--- config.mk ---
export PLATFORM = sky130hd
export DESIGN_NAME = multi_crc_stream_engine_top
export DESIGN_NICKNAME = d
export VERILOG_FILES = /design/src/design/mcse_pkg.sv /design/src/design/mcse_fold.sv /design/src/design/mcse_core.sv /design/src/design/multi_crc_stream_engine_top.sv
export SDC_FILE = /design/constraint.sdc
export NUM_CORES = 1
export LEC_CHECK = 0
export ABC_AREA = 1
export BUFFER_PORTS_ARGS = -buffer_cell sky130_fd_sc_hd__buf_2
export CORE_MARGIN = 2
export CORE_UTILIZATION = 30
export DETAILED_ROUTE_END_ITERATION = 10
export SKIP_CTS_REPAIR_TIMING = 1
export SYNTH_ARGS = -nofsm -noshare
export SYNTH_HDL_FRONTEND = slang
export SYNTH_SLANG_ARGS = --single-unit
--- constraint.sdc ---
create_clock -name clk -period 2.05 [get_ports clk]
set_input_delay 0.3075 -clock clk [delete_from_list [all_inputs] [get_ports clk]]
set_output_delay 0.3075 -clock clk [all_outputs]
set_load 0.005 [all_outputs]
--- src/design/mcse_pkg.sv ---
// ----------------------------------------------------------------------------
// mcse_pkg
// Shared codes, CRC constants and item/result types for the multi-CRC
// stream engine.
// ----------------------------------------------------------------------------
package mcse_pkg;

  // Request codes carried in req_type.
  localparam logic [1:0] REQ_START  = 2'd0;
  localparam logic [1:0] REQ_DATA   = 2'd1;
  localparam logic [1:0] REQ_FINISH = 2'd2;

  // Algorithm codes carried in alg_select.
  localparam logic [1:0] ALG_CRC8  = 2'd0;
  localparam logic [1:0] ALG_CRC16 = 2'd1;
  localparam logic [1:0] ALG_CRC32 = 2'd2;
  localparam logic [1:0] ALG_BAD   = 2'd3;

  // Status codes.
  localparam logic [1:0] ST_OK      = 2'd0;
  localparam logic [1:0] ST_BAD_ALG = 2'd1;
  localparam logic [1:0] ST_CLOSED  = 2'd2;

  // CRC-8 SAE J1850.
  localparam logic [7:0]  J1850_POLY     = 8'h1D;
  localparam logic [7:0]  J1850_SEED     = 8'hFF;
  localparam logic [7:0]  J1850_OUT_MASK = 8'hFF;
  // CRC-16 CCITT-FALSE.
  localparam logic [15:0] CCITT_POLY     = 16'h1021;
  localparam logic [15:0] CCITT_SEED     = 16'hFFFF;
  localparam logic [15:0] CCITT_OUT_MASK = 16'h0000;
  // CRC-32 Ethernet, reflected. The reflected polynomial is the normal one
  // with its 32 bits reversed.
  localparam logic [31:0] ETH_POLY     = 32'h04C11DB7;
  localparam logic [31:0] ETH_POLY_REV = 32'hEDB88320;
  localparam logic [31:0] ETH_SEED     = 32'hFFFFFFFF;
  localparam logic [31:0] ETH_OUT_MASK = 32'hFFFFFFFF;

  typedef struct packed {
    logic [1:0] req_type;
    logic [1:0] alg_select;
    logic [7:0] data_byte;
  } mcse_item_t;

  typedef struct packed {
    logic [1:0]  status;
    logic [31:0] crc_value;
  } mcse_result_t;

endpackage

--- src/design/mcse_fold.sv ---
// ----------------------------------------------------------------------------
// mcse_fold
// Byte-wide combinational CRC update for the three supported algorithms.
// ----------------------------------------------------------------------------
module mcse_fold (
  input  logic [31:0] acc,
  input  logic [1:0]  alg,
  input  logic [7:0]  data_byte,
  output logic [31:0] acc_nxt
);
  import mcse_pkg::*;

  function automatic logic [7:0] fold8(input logic [7:0] c_in, input logic [7:0] b);
    logic [7:0] c;
    c = c_in ^ b;
    for (int i = 0; i < 8; i++) begin
      c = c[7] ? ({c[6:0], 1'b0} ^ J1850_POLY) : {c[6:0], 1'b0};
    end
    return c;
  endfunction

  function automatic logic [15:0] fold16(input logic [15:0] c_in, input logic [7:0] b);
    logic [15:0] c;
    c = c_in ^ {b, 8'h00};
    for (int i = 0; i < 8; i++) begin
      c = c[15] ? ({c[14:0], 1'b0} ^ CCITT_POLY) : {c[14:0], 1'b0};
    end
    return c;
  endfunction

  // Reflected form: the register shifts right and the byte enters at the LSB.
  function automatic logic [31:0] fold32(input logic [31:0] c_in, input logic [7:0] b);
    logic [31:0] c;
    c = c_in ^ {24'h000000, b};
    for (int i = 0; i < 8; i++) begin
      c = c[0] ? ({1'b0, c[31:1]} ^ ETH_POLY_REV) : {1'b0, c[31:1]};
    end
    return c;
  endfunction

  always_comb begin
    unique case (alg)
      ALG_CRC8:  acc_nxt = {24'h000000, fold8(acc[7:0], data_byte)};
      ALG_CRC16: acc_nxt = {16'h0000, fold16(acc[15:0], data_byte)};
      default:   acc_nxt = fold32(acc, data_byte);
    endcase
  end

endmodule

--- src/design/mcse_core.sv ---
// ----------------------------------------------------------------------------
// mcse_core
// Stream state (accumulator, active algorithm, closed flag) and the
// request decode that forms one result per item.
// ----------------------------------------------------------------------------
module mcse_core (
  input  logic                  clk,
  input  logic                  rst_n,
  input  logic                  item_go,
  input  mcse_pkg::mcse_item_t  item,
  output mcse_pkg::mcse_result_t result
);
  import mcse_pkg::*;

  logic [31:0] acc_r, acc_nxt;
  logic [1:0]  alg_r, alg_nxt;
  logic        closed_r, closed_nxt;
  logic [31:0] fold_acc;

  mcse_fold u_fold (
    .acc       (acc_r),
    .alg       (alg_r),
    .data_byte (item.data_byte),
    .acc_nxt   (fold_acc)
  );

  always_comb begin
    acc_nxt          = acc_r;
    alg_nxt          = alg_r;
    closed_nxt       = closed_r;
    result.status    = ST_OK;
    result.crc_value = 32'h00000000;
    unique case (item.req_type)
      REQ_START: begin
        unique case (item.alg_select)
          ALG_CRC8:  acc_nxt = {24'h000000, J1850_SEED};
          ALG_CRC16: acc_nxt = {16'h0000, CCITT_SEED};
          ALG_CRC32: acc_nxt = ETH_SEED;
          ALG_BAD:   result.status = ST_BAD_ALG;
        endcase
        if (item.alg_select != ALG_BAD) begin
          alg_nxt    = item.alg_select;
          closed_nxt = 1'b0;
        end
      end
      REQ_DATA, REQ_FINISH: begin
        if (closed_r) begin
          result.status = ST_CLOSED;
        end else if (item.req_type == REQ_DATA) begin
          acc_nxt = fold_acc;
        end else begin
          unique case (alg_r)
            ALG_CRC8:  result.crc_value = {24'h000000, acc_r[7:0] ^ J1850_OUT_MASK};
            ALG_CRC16: result.crc_value = {16'h0000, acc_r[15:0] ^ CCITT_OUT_MASK};
            default:   result.crc_value = acc_r ^ ETH_OUT_MASK;
          endcase
          closed_nxt = 1'b1;
        end
      end
      default: begin
        // Unused request code: no effect on the stream.
      end
    endcase
  end

  always_ff @(posedge clk) begin
    if (!rst_n) begin
      acc_r    <= 32'h00000000;
      alg_r    <= ALG_CRC8;
      closed_r <= 1'b1;
    end else if (item_go) begin
      acc_r    <= acc_nxt;
      alg_r    <= alg_nxt;
      closed_r <= closed_nxt;
    end
  end

endmodule

--- src/design/multi_crc_stream_engine_top.sv ---
// ----------------------------------------------------------------------------
// multi_crc_stream_engine_top
// Streaming CRC-8 / CRC-16 / CRC-32 engine with valid/stall channels.
// ----------------------------------------------------------------------------
// The engine takes one item per clock while in_stall is low and returns exactly
// one result per item, through the input register and then the result register.
// An accepted item lands in an input register; the byte-wide CRC fold and the
// request decode sit between that register and the result register, so the
// combinational fold of the accumulator is what sets the rate of one byte per
// clock. in_stall rises only while the input register holds an item and the
// result register is full and stalled; it follows out_stall in the same cycle.
module multi_crc_stream_engine_top (
  input  logic        clk,
  input  logic        rst_n,
  input  logic        in_valid,
  output logic        in_stall,
  input  logic [1:0]  in_req_type,
  input  logic [1:0]  in_alg_select,
  input  logic [7:0]  in_data_byte,
  output logic        out_valid,
  input  logic        out_stall,
  output logic [1:0]  out_status,
  output logic [31:0] out_crc_value
);
  import mcse_pkg::*;

  logic         s1_vld_r;
  mcse_item_t   s1_item_r;
  logic         out_vld_r;
  mcse_result_t out_res_r;
  mcse_result_t core_res;
  logic         out_adv;
  logic         s1_fire;
  logic         in_fire;

  // The result register can load when it is empty or being taken.
  assign out_adv  = !out_vld_r || !out_stall;
  assign s1_fire  = s1_vld_r && out_adv;
  assign in_stall = s1_vld_r && !out_adv;
  assign in_fire  = in_valid && !in_stall;

  mcse_core u_core (
    .clk     (clk),
    .rst_n   (rst_n),
    .item_go (s1_fire),
    .item    (s1_item_r),
    .result  (core_res)
  );

  always_ff @(posedge clk) begin
    if (!rst_n) begin
      s1_vld_r  <= 1'b0;
      out_vld_r <= 1'b0;
    end else begin
      if (in_fire) begin
        s1_vld_r <= 1'b1;
      end else if (s1_fire) begin
        s1_vld_r <= 1'b0;
      end
      if (out_adv) begin
        out_vld_r <= s1_fire;
      end
    end
  end

  always_ff @(posedge clk) begin
    if (in_fire) begin
      s1_item_r.req_type   <= in_req_type;
      s1_item_r.alg_select <= in_alg_select;
      s1_item_r.data_byte  <= in_data_byte;
    end
    if (s1_fire) begin
      out_res_r <= core_res;
    end
  end

  assign out_valid     = out_vld_r;
  assign out_status    = out_res_r.status;
  assign out_crc_value = out_res_r.crc_value;

endmodule

==> results.json, run 1 <==
{
  "synthTopCellsByArea": "edfxtp_1 (27%), nand2_1 (15%), dfxtp_1 (14%)",
  "hold_viol_final": 0,
  "drt-initial-drc-count": 485,
  "fin_setup_tns_ps": 0,
  "synth.cell_area_mm2": 0.005122,
  "finalNetCount": 775,
  "power_leakage_uw": 0.002822,
  "path_cells": "inv_1, ha_1, nand2_1, o21ai_1, nand3_2, a21oi_2, buf_4, a21oi_1",
  "syn_to_final_growth_pct": 18.27,
  "timing.final.crit_share_pct": 91.34,
  "synth-edff-count": 46,
  "syn_area_per_cell_um2": 7.511,
  "die_area_mm2": 0.01814,
  "design_area_mm2": 0.006058,
  "synth_seq_area_share_pct": 41.43,
  "grt_pass1_vias": 4377,
  "seqCellArea_mm2": 0.002122,
  "cts_tree": "done",
  "grt_max_degree": 29,
  "start_util_pct": 30.78,
  "yosysTopAreaCell": "edfxtp_1",
  "drc_errors": 0,
  "clkTransAtPathRegs_ps": 70,
  "switching_share_pct": 30.49,
  "critical_path_arrival_ps": 2110,
  "p_int_uw": 3271,
  "clock-sinks": 83,
  "fmax_mhz": 534.0,
  "switchingPower_uw": 1435,
  "period_needed_ps": 1873,
  "drt_wl_total_mm": 14.27,
  "rows": 47,
  "maxSlewHeadroom_pct": 54.48,
  "grtUsageTotal_pct": 16.52,
  "place_area_mm2": 0.005737,
  "num_antenna_cells": 0,
  "routedWlPerCell_um": 14.64,
  "setup_violations": 0,
  "p_per_area_mw_per_mm2": 776.7,
  "die_x_um": 134.7,
  "status": "finished, final reports clean",
  "p_comb_share_pct": 21.7,
  "synthDistinctLibCells": 36,
  "ys_warn_count": 0,
  "crit_fanout": 7,
  "fin_hold_ws_ps": 123.1,
  "die-height_um": 134.7,
  "synthCells": 682,
  "port_buffers": 51,
  "clk_latency_ps": 350,
  "slew_viol_final": 0,
  "tightest_slew_ps": 682.0,
  "cp-end-kind": "register",
  "critPathLaunchType": "register",
  "irDropWorstVdd_mv": 0.3916,
  "grt_pass1_wl_mm": 23.03,
  "finalClockSkew_ps": 13.53,
  "post-dp-hpwl_mm": 10.84,
  "rsz0062_at_grt": "false",
  "p_clk_share_pct": 37.5,
  "worst_path_max_delay_cell": "edfxtp_1",
  "place.gp.congestion": 0.9748,
  "htree_levels": 3,
  "yosysTopAreaCellShare_pct": 26.97,
  "dr.pass1.iters": 5,
  "clk_root_buffer_cell": "clkbuf_16",
  "multi_input_comb_area_mm2": 0.002641,
  "antenna_found_initial": 0,
  "cp.required_ps": 2290,
  "worstSetupPathType": "reg -> reg",
  "ys_ff_latch": 83,
  "p_seq_share_pct": 40.7,
  "vias": 4593,
  "ys.flop_type": "edfxtp_1",
  "cap_viol_max_count": 0,
  "final_layout_size_suffix_gt1_share_pct": 18.01,
  "synth_common_cells": "nand2_1 (199), inv_1 (60), nand3_1 (56)",
  "core-area_mm2": 0.01664,
  "io-pin-count": 52,
  "synthArstFlopShare_pct": 0,
  "critical_path.max_stage_delay_ps": 440,
  "yosysMostFrequentCell": "nand2_1",
  "antenna_left": 0,
  "routed_via_density": 4.711,
  "grt.overflow.total": 0,
  "cts_buffers": 9,
  "clockBufferDepth": 2,
  "syn_nets": 707,
  "hold_class": "in -> reg",
  "fillers": 1720
}
[worst max-delay path: cells and delay by family, from the launching register on]
family | cells | cell delay [ps]
AOI/OAI and AO/OA | 3 | 570
adders and majority gates | 1 | 160
buffers and inverters | 2 | 340
DFF | 1 | 440
and+or+nand+nor | 2 | 230
[metrics by stage]
| stage | util, % | std cells | worst slack, ps | power, uW |
|---|---|---|---|---|
| 2_1_floorplan | - | 682 | 358.1 | 2673 |
| 3_3_place_gp | 34.47 | 959 | 205.5 | 2960 |
| 3_5_place_dp | 34.47 | 959 | 154.3 | 2965 |
| 4_1_cts | 36.38 | 975 | 131.6 | 4734 |
| 5_1_grt | 36.40 | 975 | 28.12 | 4938 |
| 6_report | 36.40 | 975 | 177.5 | 4706 |
[worst paths after layout]
| path | start | slack [ps] | depth (start not counted) | to |
|---|---|---|---|---|
| setup / recovery | s1_item_r[11] | 180 | 8 | u_core.acc_r[28] |
| hold / removal | in_alg_select[0] | 120 | 1 | s1_item_r[8] |
| setup reg to reg | s1_item_r[11] | 180 | 8 | u_core.acc_r[28] |
| hold reg to reg | s1_vld_r | 480 | 2 | out_valid |
[registers in the layout, summed over array words and instances (netlist names)]
name             cells
s1_item_r           12
out_status           2
s1_vld_r             1
out_crc_value       32
u_core.alg_r         2
u_core.closed_r      1
u_core.acc_r        32
out_valid            1
[layer usage]
| metal | vias up | part of all wire, % | track usage (%) |
|---|---|---|---|
| li1 | 2352 | - | - |
| met1 | 2099 | 45 | 21.96 |
| met2 | 120 | 46 | 26.00 |
| met3 | 22 | 5.7 | 3.341 |
| met4 | 0 | 2.8 | 7.368 |
| met5 | - | 0 | 0 |
[placed cells by master, fill, tap and decap left out]
cell type and n:
nand2_1 199, inv_1 60, nand3_1 56, a21oi_1 55
o21ai_0 52, nor2_1 51, buf_2 51, edfxtp_1 46
dfxtp_1 37, nand2_2 23, xor2_1 23, buf_4 23
xnor2_1 13, ha_1 9, clkbuf_16 9, inv_2 8
nand2_4 6, xnor2_2 6, o21ai_1 3, a21oi_2 2
clkinv_1 2, o211ai_1 2, clkbuf_1 2, bufinv_16 2
o21a_1 1, nand3b_1 1, nand3_2 1, o211a_1 1
xor2_4 1, o22ai_1 1, or2_0 1, or2_1 1
a221oi_1 1, nand4_1 1, a31oi_1 1, inv_6 1
clkinv_4 1, clkinvlp_4 1, buf_6 1
[power by group through the flow]
| stage | clock [uW] | combinational [uW] | sequential (uW) |
|---|---|---|---|
| detailed placement | 0 | 1010 | 1950 |
| global route | 1860 | 1150 | 1930 |
| global placement | 0 | 1010 | 1950 |
| floorplan | 0 | 742 | 1930 |
| CTS | 1800 | 1020 | 1920 |
| finish | 1770 | 1020 | 1920 |
[logic make-up (layout without fill, tap and decap cells)]
family                   Yosys count  count (layout)  synth area share [%]
AO/OA/AOI/OAI                    119             119                 12.14
flip-flops                        83              83                 41.43
adder cells (fa/ha/maj)            9               9                 2.198
buffers and inverters             88             161                 7.010
XOR/XNOR                          43              43                 8.598
AND/OR/NAND/NOR                  340             340                 28.63
[final cells by class]
class | instances | share of cell area [%]
multi-input combinational | 511 | 43.60
sequential | 83 | 35.03
timing repair buffer | 75 | 7.249
tap | 220 | 4.544
inverter | 70 | 4.337
clock buffer | 11 | 3.841
clock inverter | 5 | 1.404
(Power assumes the default switching activity.)
==> run 2, diff against run 1 <==
--- a/config.mk
+++ b/config.mk
@@ -10,6 +10,7 @@
 export CORE_MARGIN = 2
 export CORE_UTILIZATION = 30
 export DETAILED_ROUTE_END_ITERATION = 10
+export PLACE_DENSITY = 0.56
 export SKIP_CTS_REPAIR_TIMING = 1
 export SYNTH_ARGS = -nofsm -noshare
 export SYNTH_HDL_FRONTEND = slang
==> constraint.sdc (replaced) <==
create_clock -name clk -period 2.2 [get_ports clk]
set_input_delay 0.33 -clock clk [delete_from_list [all_inputs] [get_ports clk]]
set_output_delay 0.33 -clock clk [all_outputs]
set_load 0.005 [all_outputs]
==> results.json, run 2 (synthesis gave the netlist of run 1 again) <==
{
  "place_area_mm2": 0.005699,
  "worstReg2RegEnd": "u_core.acc_r[18]",
  "setup_violations": 0,
  "finalNetCount": 773,
  "routedWlPerCell_um": 15.21,
  "maxSlewHeadroom_pct": 59.40,
  "worstSetupPathType": "reg -> reg",
  "cp-end-kind": "register",
  "routed_via_density": 4.691,
  "grt.overflow.total": 0,
  "slew_viol_final": 0,
  "cap_viol_max_count": 0,
  "die_x_um": 134.7,
  "grt_pass1_wl_mm": 23.45,
  "final_layout_size_suffix_gt1_share_pct": 17.93,
  "critPathLaunch": "s1_item_r[10]",
  "start_util_pct": 30.78,
  "hold_viol_final": 0,
  "design_area_mm2": 0.006003,
  "critical_path_arrival_ps": 2240,
  "post-dp-hpwl_mm": 11.04,
  "cp.required_ps": 2440,
  "min_path_cells": 1,
  "clk_root_buffer_cell": "clkbuf_16",
  "crit_fanout": 7,
  "vias": 4564,
  "grt_max_degree": 29,
  "status": "finished, final reports clean",
  "p_per_area_mw_per_mm2": 697.4,
  "fmax_mhz": 498.5,
  "irDropWorstVdd_mv": 0.3536,
  "cts_tree": "done",
  "clock-sinks": 83,
  "finalClockSkew_ps": 8.390,
  "final_cell_mix": "nand2_1 (199), inv_1 (60), nand3_1 (56), a21oi_1 (55), o21ai_0 (53)",
  "fin_setup_tns_ps": 0,
  "final_common_cell": "nand2_1",
  "num_antenna_cells": 0,
  "tightest_slew_ps": 608.3,
  "syn_to_final_growth_pct": 17.20,
  "die_area_mm2": 0.01814,
  "drt_wl_total_mm": 14.80,
  "worstRegToRegCells": 8,
  "drt-initial-drc-count": 446,
  "die-height_um": 134.7,
  "cts_buffers": 9,
  "timing.rr.start": "s1_item_r[10]",
  "htree_levels": 3,
  "io-pin-count": 52,
  "rsz0062_at_grt": "false",
  "critPathLaunchType": "register",
  "dr.pass1.iters": 5,
  "antenna_left": 0,
  "antenna_found_initial": 0,
  "timing.final.crit_share_pct": 91.18,
  "hp-start": "in_alg_select[0]",
  "hold_end": "s1_item_r[8]",
  "port_buffers": 51,
  "hold_class": "in -> reg",
  "power_leakage_uw": 0.002798,
  "clkTransAtPathRegs_ps": 60,
  "drc_errors": 0,
  "place.gp.congestion": 0.9220,
  "regToRegSetupSlack_ps": 190,
  "grt_pass1_vias": 4341,
  "core-area_mm2": 0.01664,
  "clk_latency_ps": 350,
  "grtUsageTotal_pct": 17.09,
  "rows": 47,
  "clockBufferDepth": 2,
  "period_needed_ps": 2006
}
## run 2: changes by cell type in the layout (fill, tap and decap cells not counted), sizes merged
cell      previous run  this run
bufinv               2         0
clkinvlp             1         0
clkinv               3         6
buf                 75        73
## run 2: worst max path at each step
stage,endpoint,slack [ps],cells after the start
finish,u_core.acc_r[18],190,8
floorplan,u_core.alg_r[1],490,7
CTS,u_core.acc_r[8],110,10
detailed placement,u_core.acc_r[8],120,10
global route,u_core.acc_r[20],40,9
global placement,u_core.acc_r[12],160,10
## run 2: metal layers
metal	wire, um	vias to the layer above	part of all wire (%)	global-route usage, %
li1	-	2347	-	-
met5	0	-	0	0
met2	6738	130	46	26.85
met1	6873	2063	46	23.15
met4	429	0	2.9	7.778
met3	760	24	5.1	2.740
## run 2: cell type report
type	count	area [um2]
fill	1788	10640
multi-input combinational	511	2641
tap	220	275.3
inverter	70	265.3
clock buffer	11	242.7
timing repair buffer	73	420.4
sequential	83	2122
clock inverter	5	36.28
## run 2: stage by stage
stage                     hold slack (ps)  cells  setup slack (ps)  total power, uW  utilization, %
after floorplan                     428.9    682             485.6             2491               -
after global placement              462.9    954             156.0             2755           34.25
after detailed placement            464.6    954             118.7             2758           34.25
after CTS                           133.7    970             106.5             4222           35.92
after global routing                138.0    973             36.79             4407           36.07
final                               148.1    973             194.1             4186           36.07
## run 2: critical path, stage by stage, from the launching register on
cell      delay [ps]
edfxtp_1         380
inv_1             90
ha_1             200
o21ai_0          260
nand3_2          190
buf_4            210
a21oi_2          270
buf_4            220
a21oi_1           70
## run 2: power breakdown
group / total (uW) / internal [uW] / switching [uW]
logic: 955 / 321 / 633
clock network: 1450 / 800 / 647
registers: 1780 / 1710 / 71.7
